File: src/jsvl_pkg.sv
package jsvl_pkg;

   // Lexer modes, one-hot
   typedef enum logic [4:0] {
      MODE_IDLE = 5'b00001,
      MODE_STR  = 5'b00010,
      MODE_ESC  = 5'b00100,
      MODE_NUM  = 5'b01000,
      MODE_NULL = 5'b10000
   } mode_type;

   // Event codes
   localparam logic [2:0] EV_CHAR = 3'd0;
   localparam logic [2:0] EV_STR  = 3'd1;
   localparam logic [2:0] EV_INT  = 3'd2;
   localparam logic [2:0] EV_DEC  = 3'd3;
   localparam logic [2:0] EV_NULL = 3'd4;
   localparam logic [2:0] EV_ERR  = 3'd5;

   // Error codes
   localparam logic [2:0] ERR_NONE      = 3'd0;
   localparam logic [2:0] ERR_NO_QUOTE  = 3'd1;
   localparam logic [2:0] ERR_BAD_ESC   = 3'd2;
   localparam logic [2:0] ERR_NULL      = 3'd3;
   localparam logic [2:0] ERR_UNEXPECT  = 3'd4;

   // Characters
   localparam logic [7:0] CH_QUOTE  = 8'h22;
   localparam logic [7:0] CH_APOS   = 8'h27;
   localparam logic [7:0] CH_BSLASH = 8'h5C;
   localparam logic [7:0] CH_POINT  = 8'h2E;
   localparam logic [7:0] CH_TAB    = 8'h09;
   localparam logic [7:0] CH_LF     = 8'h0A;
   localparam logic [7:0] CH_T      = 8'h74;
   localparam logic [7:0] CH_N      = 8'h6E;
   localparam logic [7:0] CH_0      = 8'h30;
   localparam logic [7:0] CH_9      = 8'h39;

   localparam logic [7:0] FRAC_MAX = 8'hFF;

   // One result item
   typedef struct packed {
      logic [2:0]  event_res;
      logic [7:0]  char_out;
      logic [30:0] number_value;
      logic [7:0]  fraction_digits;
      logic        overflowed;
      logic [2:0]  error_kind;
      logic        last_of_item;
   } result_type;

   // Letters of the null literal
   function automatic logic [7:0] null_char(input logic [1:0] pos);
      logic [7:0] c;
      case (pos)
         2'd0:    c = 8'h6E;
         2'd1:    c = 8'h75;
         default: c = 8'h6C;
      endcase
      return c;
   endfunction

endpackage

File: src/jsvl_core.sv
module jsvl_core #(
   parameter int MANT_W = 31
) (
   input  logic                   clock,
   input  logic                   reset,
   input  logic                   fire,
   input  logic [7:0]             text_byte,
   input  logic                   at_end,
   output jsvl_pkg::result_type   res0,
   output jsvl_pkg::result_type   res1,
   output logic [1:0]             res_count
);

   localparam logic [MANT_W-1:0] MANT_MAX = {MANT_W{1'b1}};

   jsvl_pkg::mode_type mode_ff, mode_in;
   logic [1:0]         pos_ff, pos_in;
   logic               point_ff, point_in;
   logic [MANT_W-1:0]  acc_ff, acc_in;
   logic [7:0]         frac_ff, frac_in;
   logic               sat_ff, sat_in;

   logic               is_digit;
   logic [MANT_W+3:0]  acc_next;
   logic               acc_ovf;
   logic [30:0]        acc_ext;

   // Byte class and next mantissa (acc*10 + digit)
   always_comb begin
      case (text_byte) inside
         [jsvl_pkg::CH_0:jsvl_pkg::CH_9]: is_digit = 1'b1;
         default:                         is_digit = 1'b0;
      endcase
      acc_next = {1'b0, acc_ff, 3'b000} + {3'b000, acc_ff, 1'b0}
               + (MANT_W+4)'(text_byte[3:0]);
      acc_ovf  = acc_next > (MANT_W+4)'(MANT_MAX);
      acc_ext  = 31'(acc_ff);
   end

   // One lexer step
   always_comb begin
      jsvl_pkg::result_type num_res;
      jsvl_pkg::result_type start_res;
      logic                 start_err;

      mode_in   = mode_ff;
      pos_in    = pos_ff;
      point_in  = point_ff;
      acc_in    = acc_ff;
      frac_in   = frac_ff;
      sat_in    = sat_ff;
      res0      = '0;
      res1      = '0;
      res_count = 2'd0;

      // Number result from the current accumulator
      num_res              = '0;
      num_res.number_value = acc_ext;
      num_res.overflowed   = sat_ff;
      if (point_ff) begin
         num_res.event_res       = jsvl_pkg::EV_DEC;
         num_res.fraction_digits = frac_ff;
      end else begin
         num_res.event_res = jsvl_pkg::EV_INT;
      end

      // Unexpected start byte result
      start_res            = '0;
      start_res.event_res  = jsvl_pkg::EV_ERR;
      start_res.error_kind = jsvl_pkg::ERR_UNEXPECT;
      start_err            = !(text_byte == jsvl_pkg::CH_QUOTE || is_digit ||
                               text_byte == jsvl_pkg::CH_N);

      case (mode_ff)
         jsvl_pkg::MODE_STR: begin
            if (at_end) begin
               mode_in         = jsvl_pkg::MODE_IDLE;
               res0.event_res  = jsvl_pkg::EV_ERR;
               res0.error_kind = jsvl_pkg::ERR_NO_QUOTE;
               res_count       = 2'd1;
            end else if (text_byte == jsvl_pkg::CH_QUOTE) begin
               mode_in        = jsvl_pkg::MODE_IDLE;
               res0.event_res = jsvl_pkg::EV_STR;
               res_count      = 2'd1;
            end else if (text_byte == jsvl_pkg::CH_BSLASH) begin
               mode_in = jsvl_pkg::MODE_ESC;
            end else begin
               res0.event_res = jsvl_pkg::EV_CHAR;
               res0.char_out  = text_byte;
               res_count      = 2'd1;
            end
         end
         jsvl_pkg::MODE_ESC: begin
            res_count = 2'd1;
            if (at_end) begin
               mode_in         = jsvl_pkg::MODE_IDLE;
               res0.event_res  = jsvl_pkg::EV_ERR;
               res0.error_kind = jsvl_pkg::ERR_NO_QUOTE;
            end else if (text_byte == jsvl_pkg::CH_BSLASH ||
                         text_byte == jsvl_pkg::CH_APOS ||
                         text_byte == jsvl_pkg::CH_QUOTE) begin
               mode_in        = jsvl_pkg::MODE_STR;
               res0.event_res = jsvl_pkg::EV_CHAR;
               res0.char_out  = text_byte;
            end else if (text_byte == jsvl_pkg::CH_T) begin
               mode_in        = jsvl_pkg::MODE_STR;
               res0.event_res = jsvl_pkg::EV_CHAR;
               res0.char_out  = jsvl_pkg::CH_TAB;
            end else if (text_byte == jsvl_pkg::CH_N) begin
               mode_in        = jsvl_pkg::MODE_STR;
               res0.event_res = jsvl_pkg::EV_CHAR;
               res0.char_out  = jsvl_pkg::CH_LF;
            end else begin
               mode_in         = jsvl_pkg::MODE_IDLE;
               res0.event_res  = jsvl_pkg::EV_ERR;
               res0.error_kind = jsvl_pkg::ERR_BAD_ESC;
            end
         end
         jsvl_pkg::MODE_NUM: begin
            if (!at_end && is_digit) begin
               if (acc_ovf) begin
                  acc_in = MANT_MAX;
                  sat_in = 1'b1;
               end else begin
                  acc_in = acc_next[MANT_W-1:0];
               end
               if (point_ff && frac_ff != jsvl_pkg::FRAC_MAX) begin
                  frac_in = frac_ff + 8'd1;
               end
            end else if (!at_end && text_byte == jsvl_pkg::CH_POINT && !point_ff) begin
               point_in = 1'b1;
            end else begin
               // Emit the number, then restart on the terminating byte
               res0      = num_res;
               res_count = 2'd1;
               mode_in   = jsvl_pkg::MODE_IDLE;
               point_in  = 1'b0;
               acc_in    = '0;
               frac_in   = 8'd0;
               sat_in    = 1'b0;
               if (!at_end) begin
                  if (start_err) begin
                     res1      = start_res;
                     res_count = 2'd2;
                  end else if (text_byte == jsvl_pkg::CH_QUOTE) begin
                     mode_in = jsvl_pkg::MODE_STR;
                  end else if (is_digit) begin
                     mode_in = jsvl_pkg::MODE_NUM;
                     acc_in  = MANT_W'(text_byte[3:0]);
                  end else begin
                     mode_in = jsvl_pkg::MODE_NULL;
                     pos_in  = 2'd1;
                  end
               end
            end
         end
         jsvl_pkg::MODE_NULL: begin
            if (!at_end && text_byte == jsvl_pkg::null_char(pos_ff)) begin
               pos_in = pos_ff + 2'd1;
               if (pos_ff == 2'd3) begin
                  mode_in        = jsvl_pkg::MODE_IDLE;
                  res0.event_res = jsvl_pkg::EV_NULL;
                  res_count      = 2'd1;
               end
            end else begin
               pos_in          = 2'd0;
               mode_in         = jsvl_pkg::MODE_IDLE;
               res0.event_res  = jsvl_pkg::EV_ERR;
               res0.error_kind = jsvl_pkg::ERR_NULL;
               res_count       = 2'd1;
            end
         end
         default: begin
            mode_in = jsvl_pkg::MODE_IDLE;
            if (!at_end) begin
               if (start_err) begin
                  res0      = start_res;
                  res_count = 2'd1;
               end else if (text_byte == jsvl_pkg::CH_QUOTE) begin
                  mode_in = jsvl_pkg::MODE_STR;
               end else if (is_digit) begin
                  mode_in  = jsvl_pkg::MODE_NUM;
                  point_in = 1'b0;
                  acc_in   = MANT_W'(text_byte[3:0]);
                  frac_in  = 8'd0;
                  sat_in   = 1'b0;
               end else begin
                  mode_in = jsvl_pkg::MODE_NULL;
                  pos_in  = 2'd1;
               end
            end
         end
      endcase

      // Tag the final result of this transfer
      if (res_count == 2'd2) begin
         res1.last_of_item = 1'b1;
      end else if (res_count == 2'd1) begin
         res0.last_of_item = 1'b1;
      end
   end

   // State registers
   always_ff @(posedge clock) begin
      if (reset) begin
         mode_ff  <= jsvl_pkg::MODE_IDLE;
         pos_ff   <= 2'd0;
         point_ff <= 1'b0;
         acc_ff   <= '0;
         frac_ff  <= 8'd0;
         sat_ff   <= 1'b0;
      end else if (fire) begin
         mode_ff  <= mode_in;
         pos_ff   <= pos_in;
         point_ff <= point_in;
         acc_ff   <= acc_in;
         frac_ff  <= frac_in;
         sat_ff   <= sat_in;
      end
   end

endmodule

File: src/jsvl_rsp_fifo.sv
module jsvl_rsp_fifo (
   input  logic                 clock,
   input  logic                 reset,
   input  jsvl_pkg::result_type push0,
   input  jsvl_pkg::result_type push1,
   input  logic [1:0]           push_count,
   output logic                 room_two,
   output logic                 out_valid,
   input  logic                 out_stall,
   output jsvl_pkg::result_type out_data
);

   jsvl_pkg::result_type mem_ff [4];
   logic [1:0] wr_ptr_ff, wr_ptr_in;
   logic [1:0] rd_ptr_ff, rd_ptr_in;
   logic [2:0] cnt_ff, cnt_in;
   logic       pop;

   assign out_valid = cnt_ff != 3'd0;
   assign out_data  = mem_ff[rd_ptr_ff];
   assign pop       = out_valid && !out_stall;
   assign room_two  = cnt_ff <= 3'd2;

   // Pointer and fill count
   always_comb begin
      wr_ptr_in = wr_ptr_ff + push_count;
      rd_ptr_in = rd_ptr_ff + {1'b0, pop};
      cnt_in    = cnt_ff + {1'b0, push_count} - {2'b00, pop};
   end

   always_ff @(posedge clock) begin
      if (reset) begin
         wr_ptr_ff <= 2'd0;
         rd_ptr_ff <= 2'd0;
         cnt_ff    <= 3'd0;
      end else begin
         wr_ptr_ff <= wr_ptr_in;
         rd_ptr_ff <= rd_ptr_in;
         cnt_ff    <= cnt_in;
      end
   end

   // Entry storage
   always_ff @(posedge clock) begin
      if (push_count != 2'd0) begin
         mem_ff[wr_ptr_ff] <= push0;
      end
      if (push_count == 2'd2) begin
         mem_ff[wr_ptr_ff + 2'd1] <= push1;
      end
   end

endmodule

File: src/json_scalar_value_lexer.sv
// Streaming lexer for JSON-style scalar values: quoted strings (emitted one
// decoded character per result), integers and decimals (mantissa plus count
// of digits after the point) and the literal null. Bytes enter on the req_
// channel, one per clock when the result side keeps up; each taken byte is
// held in the input register, and its results are written into the result
// queue, which drives rsp_valid. Most bytes give zero or one result; a
// number ended by an unexpected byte gives two, which the result side
// drains in turn. Results wait in a four-entry queue, and the input
// register holds its byte until the queue has room for two. A two-result
// byte always follows a byte that gave none, so unless the result side
// stalls the queue never holds more than two and the sustained rate is one
// byte per cycle.
module json_scalar_value_lexer #(
   parameter int VALUE_WIDTH = 32
) (
   input  logic        clock,
   input  logic        reset,
   input  logic        req_valid,
   output logic        req_stall,
   input  logic [7:0]  req_text_byte,
   input  logic        req_at_end,
   output logic        rsp_valid,
   input  logic        rsp_stall,
   output logic [2:0]  rsp_event_res,
   output logic [7:0]  rsp_char_out,
   output logic [30:0] rsp_number_value,
   output logic [7:0]  rsp_fraction_digits,
   output logic        rsp_overflowed,
   output logic [2:0]  rsp_error_kind,
   output logic        rsp_last_of_item
);

   localparam int MANT_W = (VALUE_WIDTH >= 32) ? 31 : VALUE_WIDTH - 1;

   logic                 in_vld_ff;
   logic [7:0]           byte_ff;
   logic                 end_ff;
   logic                 core_fire;
   logic                 room_two;
   logic [1:0]           res_count;
   logic [1:0]           push_count;
   jsvl_pkg::result_type res0, res1, head;

   assign core_fire  = in_vld_ff && room_two;
   assign req_stall  = in_vld_ff && !core_fire;
   assign push_count = core_fire ? res_count : 2'd0;

   // Input register
   always_ff @(posedge clock) begin
      if (reset) begin
         in_vld_ff <= 1'b0;
      end else if (!req_stall) begin
         in_vld_ff <= req_valid;
      end
   end

   always_ff @(posedge clock) begin
      if (req_valid && !req_stall) begin
         byte_ff <= req_text_byte;
         end_ff  <= req_at_end;
      end
   end

   jsvl_core #(
      .MANT_W (MANT_W)
   ) u_core (
      .clock     (clock),
      .reset     (reset),
      .fire      (core_fire),
      .text_byte (byte_ff),
      .at_end    (end_ff),
      .res0      (res0),
      .res1      (res1),
      .res_count (res_count)
   );

   jsvl_rsp_fifo u_fifo (
      .clock      (clock),
      .reset      (reset),
      .push0      (res0),
      .push1      (res1),
      .push_count (push_count),
      .room_two   (room_two),
      .out_valid  (rsp_valid),
      .out_stall  (rsp_stall),
      .out_data   (head)
   );

   // Result fields
   assign rsp_event_res       = head.event_res;
   assign rsp_char_out        = head.char_out;
   assign rsp_number_value    = head.number_value;
   assign rsp_fraction_digits = head.fraction_digits;
   assign rsp_overflowed      = head.overflowed;
   assign rsp_error_kind      = head.error_kind;
   assign rsp_last_of_item    = head.last_of_item;

endmodule

File: config.mk
export PLATFORM = sky130hd
export DESIGN_NAME = json_scalar_value_lexer
export DESIGN_NICKNAME = d
export VERILOG_FILES = /design/src/jsvl_pkg.sv /design/src/jsvl_core.sv /design/src/jsvl_rsp_fifo.sv /design/src/json_scalar_value_lexer.sv
export SDC_FILE = /design/constraint.sdc
export NUM_CORES = 1
export LEC_CHECK = 0
export BUFFER_PORTS_ARGS = -buffer_cell sky130_fd_sc_hd__buf_2
export CAP_MARGIN = 20
export CORE_UTILIZATION = 40
export DETAILED_ROUTE_END_ITERATION = 10
export PLACE_DENSITY = 0.53
export SETUP_SLACK_MARGIN = 0.05
export SLEW_MARGIN = 0
export SYNTH_ARGS = -nofsm -noshare
export SYNTH_HDL_FRONTEND = slang
export SYNTH_SLANG_ARGS = --single-unit
File: constraint.sdc
create_clock -name clock -period 4.2 [get_ports clock]
set_input_delay 0.42 -clock clock [delete_from_list [all_inputs] [get_ports clock]]
set_output_delay 0.42 -clock clock [all_outputs]
set_load 0.02 [all_outputs]
Word level (Yosys, flattened, before mapping)
Memories as Yosys holds them, arrays and structs flattened. A register that Yosys moved wholly into a read port is not among the register bits.
Cells that the tools add are included.
- flip-flop bits (word level): 65
- RAM bits: 220
- bits of input ports: 13
- output and inout bits: 57
- logic and storage cells: 198
- memories: 1
- memory list (memory ; depth ; bits a word ; rd ports ; clocked after Yosys merged registers in ; wr ports ; RTL line ; RTL):
    u_fifo.mem_ff ; 4 ; 55 ; 1 ; 1 ; 2 ; jsvl_rsp_fifo.sv:13 ; jsvl_pkg::result_type mem_ff [4];
- add/subtract/negate cells: 9
- $lt $le $gt $ge: 4
- equal/unequal tests: 26
- multiplexer cells: 112
- bitwise logic cells: 2
- reductions and logical operators: 32
- operators by type and width (cell ; number):
    $mux W55 ; 6
    $mux W31 ; 10
    $mux W8 ; 13
    $pmux W40 S2 ; 1
    $mux W5 ; 13
    $pmux W31 S2 ; 1
    $mux W54 ; 1
    $mux W2 ; 20
    $add A34 B32 Y35 ; 1
    $add A35 B4 Y35 ; 1
    $gt A35 B31 Y1 const B ; 1
    $pmux W8 S4 ; 1
    $mux W3 ; 9
    $eq A8 B6 Y1 const B ; 3
    $eq A8 B7 Y1 const B ; 3
    $pmux W3 S4 ; 2
    $mux W1 ; 23
    $mux W11 ; 2
    $pmux W5 S4 ; 1
    $pmux W8 S2 ; 1
    $reduce_and A8 Y1 ; 2
    $reduce_and A7 Y1 ; 2
    $logic_and A1 B1 Y1 ; 10
    $pmux W5 S2 ; 1
    other kinds (36) ; 57

Logic depth before layout (Yosys ltp)
Gate-level depths: netlist of the first run.
- depth in word-level cells: 14
- mapped depth: 15
- gate-level depth less buffers: 14

Cells and area by module
A second synthesis of the first run with hierarchy kept.
- cells, all modules: 1263
- area, all modules: 16636.0 um^2
- modules (own cells, without submodules) (module ; instances ; cells each ; area each (um^2) ; seq. area each (um^2)):
    jsvl_rsp_fifo ; 1 ; 580 ; 11020.6 ; 6746.5
    jsvl_core ; 1 ; 667 ; 5276.3 ; 960.9
    json_scalar_value_lexer ; 1 ; 16 ; 339.1 ; 290.3

Worst setup path before layout of the first run
No wires, ideal clock.
- path kind: flip-flop to flip-flop
- start point: register byte_ff[3]
- end point: register u_core.acc_ff[11] (netlist: u_core.acc_ext[11])
- library setup time: 0.095 ns
- arrival: 3.567 ns
- required time: 4.105 ns
- setup slack: 0.537 ns
- cell stages (with the launch flop): 16
- buffers on the path: 2
- cells stage by stage: edfxtp_1 buf_2 inv_1 fa_1 inv_1 ha_1 a211oi_1 o21ai_1 a21oi_1 o2111ai_1 nand2_1 mux2i_2 nor2_2 and2_1 buf_2 a221oi_1
- longest elaborated chain between the ends: 10
- elaborated cells on any way between the ends: 25
- classes of those cells: add/sub (1); order compare (3); eq/ne (5); mux (7); reduce/logical (9)
- RTL lines (what ; RTL line ; RTL):
    from (decl) ; json_scalar_value_lexer.sv:36 ; logic [7:0] byte_ff;
    from (signal assigned) ; json_scalar_value_lexer.sv:59 ; byte_ff <= req_text_byte;
    branches (longest 10 deep; another with $add A35 B4 Y35) ; -- ;
    to (signal assigned) ; jsvl_core.sv:216 ; acc_ff <= acc_in;
    to (decl) ; jsvl_core.sv:19 ; logic [MANT_W-1:0] acc_ff, acc_in;
Several ways; the timed one is not identified. The select of a mux whose other input is x is not followed.
A chain may end at the register's enable or synchronous reset.

Worst setup path after layout of the first run
- start point: register u_core.acc_ff[0] (netlist: u_core.acc_ext[0])
- end point: register u_core.acc_ff[7] (netlist: u_core.acc_ext[7])
- longest elaborated chain between the ends: 6
- RTL lines (what ; RTL line ; RTL):
    $add A34 B32 Y35 (*) ; jsvl_core.sv:34 ; acc_next = {1'b0, acc_ff, 3'b000} + {3'b000, acc_ff, 1'b0}
    $add A35 B4 Y35 (*) ; jsvl_core.sv:35 ; + (MANT_W+4)'(text_byte[3:0]);
    $gt A35 B31 Y1 ; jsvl_core.sv:36 ; acc_ovf = acc_next > (MANT_W+4)'(MANT_MAX);
    $mux W31 (*) ; jsvl_core.sv:121 ; if (acc_ovf) begin
    $mux W31 (*) ; jsvl_core.sv:120 ; if (!at_end && is_digit) begin
    $pmux W31 S2 (*) ; jsvl_core.sv:74 ; case (mode_ff)
Mark *: on every way between the ends. The rest lies on a longest branch, timed or not.

==> report_table.html, run 1 <==
<table>
<tr><th>Metric</th><th>Value</th></tr>
<tr><th colspan="2">Setup path</th></tr>
<tr><td>Cell class contributing the biggest share of worst-path delay</td><td>compound AO/OA/AOI/OAI gates</td></tr>
<tr><td>Setup crit end kind</td><td>flop</td></tr>
<tr><td>Startpoint Class</td><td>flop</td></tr>
<tr><td>Origin of the worst setup path</td><td>u_core.acc_ext[0]</td></tr>
<tr><td>Crit path kind</td><td>flop to flop</td></tr>
<tr><td>CP bufs+invs</td><td>2</td></tr>
<tr><td>Launch instance of the worst register-to-register path</td><td>u_core.acc_ext[0]</td></tr>
<tr><td>Cell type with the highest occurrence count on the critical path</td><td>fa_1</td></tr>
<tr><td>Ordered list of cells on the worst path</td><td>inv_1, fa_1, fa_1, nand2b_1, a21oi_1, o211ai_1, a211oi_1, o31ai_1, xnor2_2, buf_4, nor2_2, and2_2, a221oi_1</td></tr>
<tr><td>Worst Path Required</td><td>between 4000 and 5000 ps</td></tr>
<tr><td>Arrival time reported for the critical path endpoint</td><td>between 4000 and 5000 ps</td></tr>
<tr><td>Reg2Reg Setup Slack</td><td>between 300 and 400 ps</td></tr>
<tr><td>CP Max Fanout</td><td>12</td></tr>
<tr><td>Cell with the largest stage delay on the worst path</td><td>fa_1</td></tr>
<tr><td>Max incr delay on CP</td><td>about 500 ps</td></tr>
<tr><th colspan="2">Timing</th></tr>
<tr><td>Period Utilization, post-route</td><td>92.61%</td></tr>
<tr><td>Skew final</td><td>14.62 ps</td></tr>
<tr><td>Crit path time final</td><td>between 3000 and 4000 ps</td></tr>
<tr><td>Slew at the pin closest to its max-slew limit</td><td>1150 ps</td></tr>
<tr><td>Fmax achieved</td><td>between 0.2 and 0.3 GHz</td></tr>
<tr><td>Final TNS setup</td><td>0 ps</td></tr>
<tr><td>Setup-failing EPs final</td><td>0</td></tr>
<tr><td>Post-route worst hold slack</td><td>slightly above 60 ps</td></tr>
<tr><td>Count of endpoints failing hold in the final timing report</td><td>0</td></tr>
<tr><td>RSZ-0062 raised after global routing</td><td>false</td></tr>
<tr><td>Slew margin rel.</td><td>between 20% and 30%</td></tr>
<tr><td>Number of slew-limit violations in the final report</td><td>0</td></tr>
<tr><th colspan="2">Yosys</th></tr>
<tr><td>Synthesis warning total</td><td>0</td></tr>
<tr><td>Synthesized area per cell</td><td>about 9.4 sq um</td></tr>
<tr><td>Sequential share of the synthesized area</td><td>approximately two fifths</td></tr>
<tr><td>Number of synthesized register bits</td><td>approximately 290</td></tr>
<tr><td>Total standard cell area after synthesis</td><td>approximately 14,000 sq um</td></tr>
<tr><td>Main synth FF type</td><td>dfxtp_1</td></tr>
<tr><td>EDFF count, synth</td><td>25</td></tr>
<tr><td>Post-Syn Instances</td><td>approximately 1,500</td></tr>
<tr><td>Share of synthesized registers carrying an async set or reset</td><td>0%</td></tr>
<tr><td>Net count after synthesis</td><td>~1,600</td></tr>
<tr><td>Distinct cells, synth</td><td>75</td></tr>
<tr><th colspan="2">Status</th></tr>
<tr><td>Run status</td><td>complete, no violations</td></tr>
<tr><th colspan="2">Job</th></tr>
<tr><td>Max Cap Viol</td><td>0</td></tr>
<tr><th colspan="2">Drt</th></tr>
<tr><td>Via-per-instance ratio</td><td>5.737</td></tr>
<tr><td>DRC errors left</td><td>0</td></tr>
<tr><td>Antenna-violating nets left</td><td>0</td></tr>
<tr><td>Vias post-DR</td><td>between 10,000 and 15,000</td></tr>
<tr><td>WL/cell</td><td>19.76 microns</td></tr>
<tr><td>Initial detailed-routing violation count</td><td>893</td></tr>
<tr><td>Number of detailed-routing iterations run before antenna repair</td><td>5</td></tr>
<tr><td>Total length of routed wires</td><td>between 30 and 40 mm</td></tr>
<tr><th colspan="2">CTS</th></tr>
<tr><td>CTS sink count</td><td>about 290</td></tr>
<tr><td>Worst skew pair latency</td><td>540 ps</td></tr>
<tr><td>Clock tree root buffer cell</td><td>clkbuf_16</td></tr>
<tr><td>Number of buffers on the longest clock path</td><td>3</td></tr>
<tr><td>Cts bufs inserted</td><td>34</td></tr>
<tr><td>TritonCTS clock tree</td><td>yes</td></tr>
<tr><td>Clock-pin slew on the worst setup and hold paths</td><td>roughly 60 ps</td></tr>
<tr><td>Clock H-tree levels</td><td>2</td></tr>
<tr><th colspan="2">Floorplanning</th></tr>
<tr><td>Number of placed I/O pins</td><td>70</td></tr>
<tr><td>Vertical die dimension</td><td>about 190 microns</td></tr>
<tr><td>Area enclosed by the die boundary</td><td>about 36,000 sq um</td></tr>
<tr><td>Area of the placeable core</td><td>between 30,000 and 40,000 sq um</td></tr>
<tr><td>Die width</td><td>about 190 microns</td></tr>
<tr><td>Number of cell rows</td><td>just under 70</td></tr>
<tr><td>Effective utilization at floorplan</td><td>40.93%</td></tr>
<tr><th colspan="2">Hold path</th></tr>
<tr><td>Min-delay src</td><td>req_text_byte[0]</td></tr>
<tr><td>Worst hold path class</td><td>primary input to flop</td></tr>
<tr><th colspan="2">Power and ir drop</th></tr>
<tr><td>Leakage power figure</td><td>0.006128 uW</td></tr>
<tr><td>Worst vdd ir</td><td>473.3 uV</td></tr>
<tr><td>Ratio of total power to cell area</td><td>397.1 nW/um^2</td></tr>
<tr><td>Tot Pwr</td><td>roughly 6400 uW</td></tr>
<tr><th colspan="2">GRT</th></tr>
<tr><td>Number of antenna violations at the first check in global routing</td><td>1</td></tr>
<tr><td>First-pass GRT wire length</td><td>between 60 and 70 mm</td></tr>
<tr><td>Global router's overall resource usage</td><td>22.26%</td></tr>
<tr><td>Largest net degree at the start of global routing</td><td>51</td></tr>
<tr><td>GRT overflow</td><td>0</td></tr>
<tr><td>Via count of the first global-routing pass</td><td>11,110</td></tr>
<tr><th colspan="2">Place</th></tr>
<tr><td>Detailed-placement wirelength estimate</td><td>~27 mm</td></tr>
<tr><td>Number of I/O port buffers</td><td>a little under 70</td></tr>
<tr><td>Routability-driven placement congestion ratio</td><td>roughly 0.89</td></tr>
<tr><th colspan="2">Final layout</th></tr>
<tr><td>Final #Nets</td><td>1,628</td></tr>
<tr><td>FILL cells</td><td>approximately 3,300</td></tr>
<tr><td>Area added between synthesis and finish</td><td>12.71%</td></tr>
<tr><td>Fraction of layout instances using a drive strength above 1</td><td>between 10% and 20%</td></tr>
</table>
worst register-to-register path, delay by kind of cell, from the launching register on:
family	cells	cell delay (ps)
buf+inv	2	260
compound gates	5	1110
simple gates	3	840
xor+xnor	1	160
fa+ha+maj	2	980
flops	1	380
registers in the layout, indices dropped and copies added (netlist names):
signal	count
u_core.sat_ff	1
in_vld_ff	1
byte_ff	8
u_core.frac_ff	8
u_fifo.rd_ptr_ff	2
u_fifo.mem_ff	220
u_core.pos_ff	2
u_core.point_ff	1
u_core.acc_ext	31
u_fifo.wr_ptr_ff	2
u_fifo.cnt_ff	3
u_core.mode_ff	5
end_ff	1
path summary, 6_finish.rpt:
check | endpoint | cells past startpoint
worst max-delay path | u_core.acc_ext[7] | 13
worst min-delay path | byte_ff[0] | 1
worst max register to register | u_core.acc_ext[7] | 13
worst min register to register | u_fifo.mem_ff[3][33] | 2
final cells by class:
class / instances / area, sq um / area share [%]
Multi-Input combinational cell: 1090 / 7600 / 47.34
Clock inverter: 10 / 72.57 / 0.4520
Clock buffer: 51 / 1039 / 6.469
Inverter: 24 / 90.09 / 0.5611
Timing Repair Buffer: 107 / 718.2 / 4.474
Antenna cell: 1 / 2.502 / 0.01559
Sequential cell: 285 / 5963 / 37.14
Tap cell: 455 / 569.3 / 3.546
report_power, final:
part / total [uW] / switching, uW / internal (uW) / leakage, uW
clock network: 2930 / 1160 / 1770 / 0.000553
logic: 496 / 245 / 251 / 0.00324
registers: 2950 / 173 / 2780 / 0.00234
cells in the final DEF, fill, tap and decap left out, types with 8 or more instances in the layout:
cell type and count:
nor3_1 22, mux4_2 55, dfxtp_1 258, xor2_1 18, buf_4 31, o21ai_0 82
edfxtp_1 25, a21o_1 17, a221oi_1 8, o21ai_1 117, nand2b_1 9, ha_1 70
a211oi_1 8, nand3_1 218, o211ai_1 8, o31ai_1 46, inv_1 24, a21oi_1 73
xnor2_1 23, nor2_1 67, buf_2 69, a221o_1 8, nand2_1 112, clkbuf_1 8
nor2b_1 16, clkbuf_16 37
logic make-up (layout without fill, tap and decap cells):
kind of cell / after synthesis / count (layout) / synth area share (%)
flip-flops: 285 / 285 / 41.81
XOR/XNOR: 42 / 42 / 2.635
multiplexers: 64 / 64 / 9.364
other: 0 / 1 / 0
AO/OA/AOI/OAI: 420 / 420 / 17.84
adder cells (fa/ha/maj): 73 / 73 / 6.571
buffers and inverters: 133 / 192 / 4.963
AND/OR/NAND/NOR: 491 / 491 / 16.81
per-layer routing:
layer  track usage [%]  wire length, microns  up-vias
li1                  -                     -     5658
met1             32.33                 19600     5578
met2             33.17                 17220      311
met3             4.085                  2394       59
met4             6.862                   760        0
met5                 0                     0        -
through the flow:
stage               utilization, %  instances  worst slack (ps)  cell area, sq um
floorplan                        -       1508             537.4             14240
global placement             42.81       1956             243.2             14900
detailed placement           42.81       1956             176.3             14900
CTS                          46.01       2017             141.2             16010
global route                 46.13       2022             52.40             16050
finish                       46.13       2023             310.4             16050
synthesized netlist by cell type (all sizes together) (4+ instances only):
| cell type | number | share of area [%] |
|---|---|---|
| clkbuf | 66 | 1.8 |
| nor2b | 16 | 0.70 |
| mux2i | 8 | 0.59 |
| a21boi | 5 | 0.26 |
| inv | 24 | 0.63 |
| nand3 | 220 | 7.8 |
| o21ai | 202 | 7.2 |
| nand2b | 9 | 0.40 |
| nand2 | 118 | 3.3 |
| a221o | 8 | 0.56 |
| nor3b | 4 | 0.28 |
| or2 | 5 | 0.22 |
| and3 | 8 | 0.35 |
| a21oi | 75 | 2.7 |
| ha | 70 | 6.1 |
| xor2 | 18 | 1.1 |
| a31oi | 7 | 0.31 |
| o211ai | 8 | 0.42 |
| a31o | 4 | 0.25 |
| edfxtp | 25 | 5.3 |
| buf | 43 | 2.6 |
| a21o | 17 | 0.90 |
| xnor2 | 24 | 1.5 |
| o31ai | 46 | 2.4 |
| nor3 | 24 | 0.91 |
| dfxtp | 260 | 37 |
| nor2 | 68 | 1.8 |
| a211oi | 8 | 0.42 |
| mux4 | 55 | 8.7 |
| a221oi | 9 | 0.60 |
what timing repair did:
item                                    CTS  global route
hold buffers                              0             0
endpoints found under the hold margin     0             0
endpoints found under the setup margin    0            19
buffers inserted                          0             5
resized for setup                         0             2
Note: power is estimated with default switching activity, not from simulation.
==> run 2: changes to the inputs <==
--- a/config.mk
+++ b/config.mk
@@ -7,6 +7,7 @@
 export LEC_CHECK = 0
 export BUFFER_PORTS_ARGS = -buffer_cell sky130_fd_sc_hd__buf_2
 export CAP_MARGIN = 20
+export CORE_MARGIN = 3
 export CORE_UTILIZATION = 40
 export DETAILED_ROUTE_END_ITERATION = 10
 export PLACE_DENSITY = 0.53
==> run 2 against run 1 <==
Effect of this change: worst hold slack better by 15 ps; fmax up 1.9%; non-clock buffer count up 3; critical path depth did not move; clock skew about the same; via count decreased by 0.50%; count of clock-buffer cells in the layout decreased by 5; final area grew 0.13%; sequential share of layout area about the same; clock power shrank 2%; register-to-register slack improved by 70 ps; combinational power up 20%; critical path type unchanged.
==> report_table.html, run 2 (same netlist as run 1, synthesis figures left out) <==
<table>
<tr><th>Metric</th><th>Value</th></tr>
<tr><th colspan="2">Timing</th></tr>
<tr><td>Count of endpoints failing hold in the final timing report</td><td>0</td></tr>
<tr><td>Slew margin rel.</td><td>37.90%</td></tr>
<tr><td>Setup-failing EPs final</td><td>0</td></tr>
<tr><td>Skew final</td><td>~15 ps</td></tr>
<tr><td>Slew at the pin closest to its max-slew limit</td><td>923.6 ps</td></tr>
<tr><td>Post-route worst hold slack</td><td>between 70 and 80 ps</td></tr>
<tr><td>Slack of the critical path</td><td>382.0 ps</td></tr>
<tr><td>Number of slew-limit violations in the final report</td><td>0</td></tr>
<tr><td>Crit path time final</td><td>~3800 ps</td></tr>
<tr><td>Final TNS setup</td><td>0 ps</td></tr>
<tr><td>Fmax achieved</td><td>roughly 0.26 GHz</td></tr>
<tr><td>Period Utilization, post-route</td><td>between 90% and 100%</td></tr>
<tr><td>RSZ-0062 raised after global routing</td><td>false</td></tr>
<tr><th colspan="2">Place</th></tr>
<tr><td>Routability-driven placement congestion ratio</td><td>0.8582</td></tr>
<tr><td>Cell area after placement</td><td>between 10,000 and 15,000 sq um</td></tr>
<tr><td>Detailed-placement wirelength estimate</td><td>roughly 27 mm</td></tr>
<tr><td>Number of I/O port buffers</td><td>roughly 70</td></tr>
<tr><td>Pre-CTS worst setup slack</td><td>135.0 ps</td></tr>
<tr><th colspan="2">GRT</th></tr>
<tr><td>Via count of the first global-routing pass</td><td>11,010</td></tr>
<tr><td>First-pass GRT wire length</td><td>about 63 mm</td></tr>
<tr><td>Global router's overall resource usage</td><td>about a fifth</td></tr>
<tr><td>GRT overflow</td><td>0</td></tr>
<tr><td>Number of antenna violations at the first check in global routing</td><td>0</td></tr>
<tr><td>Largest net degree at the start of global routing</td><td>51</td></tr>
<tr><th colspan="2">Final layout</th></tr>
<tr><td>Largest register FFs</td><td>220</td></tr>
<tr><td>Register ranked first by flip-flop count</td><td>u_fifo.mem_ff</td></tr>
<tr><td>Top library cells by usage in the layout, fill and taps aside</td><td>258 x dfxtp_1, 218 x nand3_1, 117 x o21ai_1, 112 x nand2_1, 82 x o21ai_0</td></tr>
<tr><td>Most frequent standard cell in the layout excluding fill and tap cells</td><td>dfxtp_1</td></tr>
<tr><td>Antenna Cells</td><td>0</td></tr>
<tr><td>Final #Nets</td><td>about 1,600</td></tr>
<tr><td>Fraction of layout instances using a drive strength above 1</td><td>approximately 16%</td></tr>
<tr><td>Area added between synthesis and finish</td><td>12.86%</td></tr>
<tr><td>Post-route cell area</td><td>between 15,000 and 20,000 sq um</td></tr>
<tr><th colspan="2">Power and ir drop</th></tr>
<tr><td>Ratio of total power to cell area</td><td>~390 nW/um^2</td></tr>
<tr><td>Leakage power figure</td><td>slightly above 0.006 uW</td></tr>
<tr><td>Worst vdd ir</td><td>360.4 uV</td></tr>
<tr><th colspan="2">Drt</th></tr>
<tr><td>Top routing layer in use</td><td>met4</td></tr>
<tr><td>Metal1 wirelength</td><td>~20 mm</td></tr>
<tr><td>Initial detailed-routing violation count</td><td>between 800 and 900</td></tr>
<tr><td>Vias post-DR</td><td>11,550</td></tr>
<tr><td>Number of detailed-routing iterations run before antenna repair</td><td>5</td></tr>
<tr><td>Wire length on met3</td><td>about 1.7 mm</td></tr>
<tr><td>DRC errors left</td><td>0</td></tr>
<tr><td>Antenna-violating nets left</td><td>0</td></tr>
<tr><td>Detailed route wirelength on metal2</td><td>between 15 and 20 mm</td></tr>
<tr><td>Via-per-instance ratio</td><td>~5.7</td></tr>
<tr><td>Total length of routed wires</td><td>39.76 mm</td></tr>
<tr><td>WL/cell</td><td>a little under 20 microns</td></tr>
<tr><th colspan="2">Setup path</th></tr>
<tr><td>Worst Path Required</td><td>4610 ps</td></tr>
<tr><td>CP Max Fanout</td><td>12</td></tr>
<tr><td>Setup crit end kind</td><td>flop</td></tr>
<tr><td>Number of cell instances on the worst register-to-register path</td><td>13</td></tr>
<tr><td>Arrival time reported for the critical path endpoint</td><td>4230 ps</td></tr>
<tr><td>Crit path kind</td><td>flop to flop</td></tr>
<tr><td>Startpoint Class</td><td>flop</td></tr>
<tr><th colspan="2">CTS</th></tr>
<tr><td>Cts bufs inserted</td><td>34</td></tr>
<tr><td>Clock H-tree levels</td><td>2</td></tr>
<tr><td>Worst skew pair latency</td><td>520 ps</td></tr>
<tr><td>Number of buffers on the longest clock path</td><td>3</td></tr>
<tr><td>Clock-pin slew on the worst setup and hold paths</td><td>~50 ps</td></tr>
<tr><td>TritonCTS clock tree</td><td>yes</td></tr>
<tr><td>Clock tree root buffer cell</td><td>clkbuf_16</td></tr>
<tr><td>Cts hold-fix bufs</td><td>0</td></tr>
<tr><td>CTS sink count</td><td>between 200 and 300</td></tr>
<tr><th colspan="2">Status</th></tr>
<tr><td>Run status</td><td>complete, no violations</td></tr>
<tr><th colspan="2">Floorplanning</th></tr>
<tr><td>Area of the placeable core</td><td>roughly 35,000 sq um</td></tr>
<tr><td>Die width</td><td>~200 microns</td></tr>
<tr><td>Area enclosed by the die boundary</td><td>about 38,000 sq um</td></tr>
<tr><td>Effective utilization at floorplan</td><td>40.93%</td></tr>
<tr><td>Vertical die dimension</td><td>~190 microns</td></tr>
<tr><td>Number of cell rows</td><td>slightly below 70</td></tr>
<tr><td>Number of placed I/O pins</td><td>70</td></tr>
<tr><th colspan="2">Hold path</th></tr>
<tr><td>Worst hold path class</td><td>primary input to flop</td></tr>
<tr><td>Number of cells on the worst hold path</td><td>1</td></tr>
<tr><th colspan="2">Job</th></tr>
<tr><td>Max Cap Viol</td><td>0</td></tr>
</table>
==> run 2: changes by cell type in the layout (fill, tap and decap cells not counted), sizes merged <==
| cell | delta |
|---|---|
| clkinv | -1 |
| inv | +2 |
| clkinvlp | +1 |
| diode | -1 |
| clkbuf | -5 |
| bufinv | +1 |
| buf | +3 |
==> run 2: worst max-delay path, stage by stage, from the launching register on <==
cell	delay, ps
dfxtp_1	390
inv_1	80
fa_1	560
inv_1	60
ha_1	300
a211oi_1	360
o21ai_1	170
a21oi_1	400
o2111ai_1	210
nand2_1	180
mux2i_2	260
nor2_2	110
and2_2	310
a221oi_1	310
==> run 2: cell type report <==
cell class	count	area, sq um
clock buffer	46	955.9
clock inverter	13	136.4
fill	3347	18720
inverter	24	90.09
multi-input combinational	1090	7600
sequential	285	5963
tap	455	569.3
timing repair buffer	110	760.7
==> run 2: final timing paths <==
| check | end | slack (ps) | startpoint |
|---|---|---|---|
| worst min register to register | u_fifo.mem_ff[3][13] | 460 | u_fifo.mem_ff[3][13] |
| worst max register to register | u_core.acc_ext[15] | 380 | u_core.acc_ext[0] |
| worst max-delay path | u_core.acc_ext[15] | 380 | u_core.acc_ext[0] |
| worst min-delay path | byte_ff[0] | 80 | req_text_byte[0] |
==> run 2: power breakdown <==
part           leakage [uW]  switching (uW)  internal (uW)  total [uW]
clock              0.000541            1140           1720        2870
sequential          0.00234            98.2           2780        2870
combinational       0.00325             330            265         595
total               0.00613            1570           4770        6340
==> run 2: stage by stage <==
| step | util [%] | power (uW) | std cells |
|---|---|---|---|
| 2_1_floorplan | - | 3348 | 1508 |
| 3_3_place_gp | 42.84 | 3513 | 1959 |
| 3_5_place_dp | 42.84 | 3513 | 1959 |
| 4_1_cts | 45.98 | 6409 | 2018 |
| 5_1_grt | 46.20 | 6580 | 2023 |
| 6_report | 46.20 | 6337 | 2023 |
==> run 2: what timing repair did <==
| item | in CTS | in global routing |
|---|---|---|
| gates resized for setup | 0 | 2 |
| setup endpoints to repair | 0 | 19 |
| setup buffers | 0 | 3 |
==> run 2: per-layer routing <==
layer / vias up / GRT usage (%)
met1: 5586 / 30.56
met4: 0 / 5.213
met3: 48 / 2.929
met5: - / 0
li1: 5671 / -
met2: 243 / 31.38
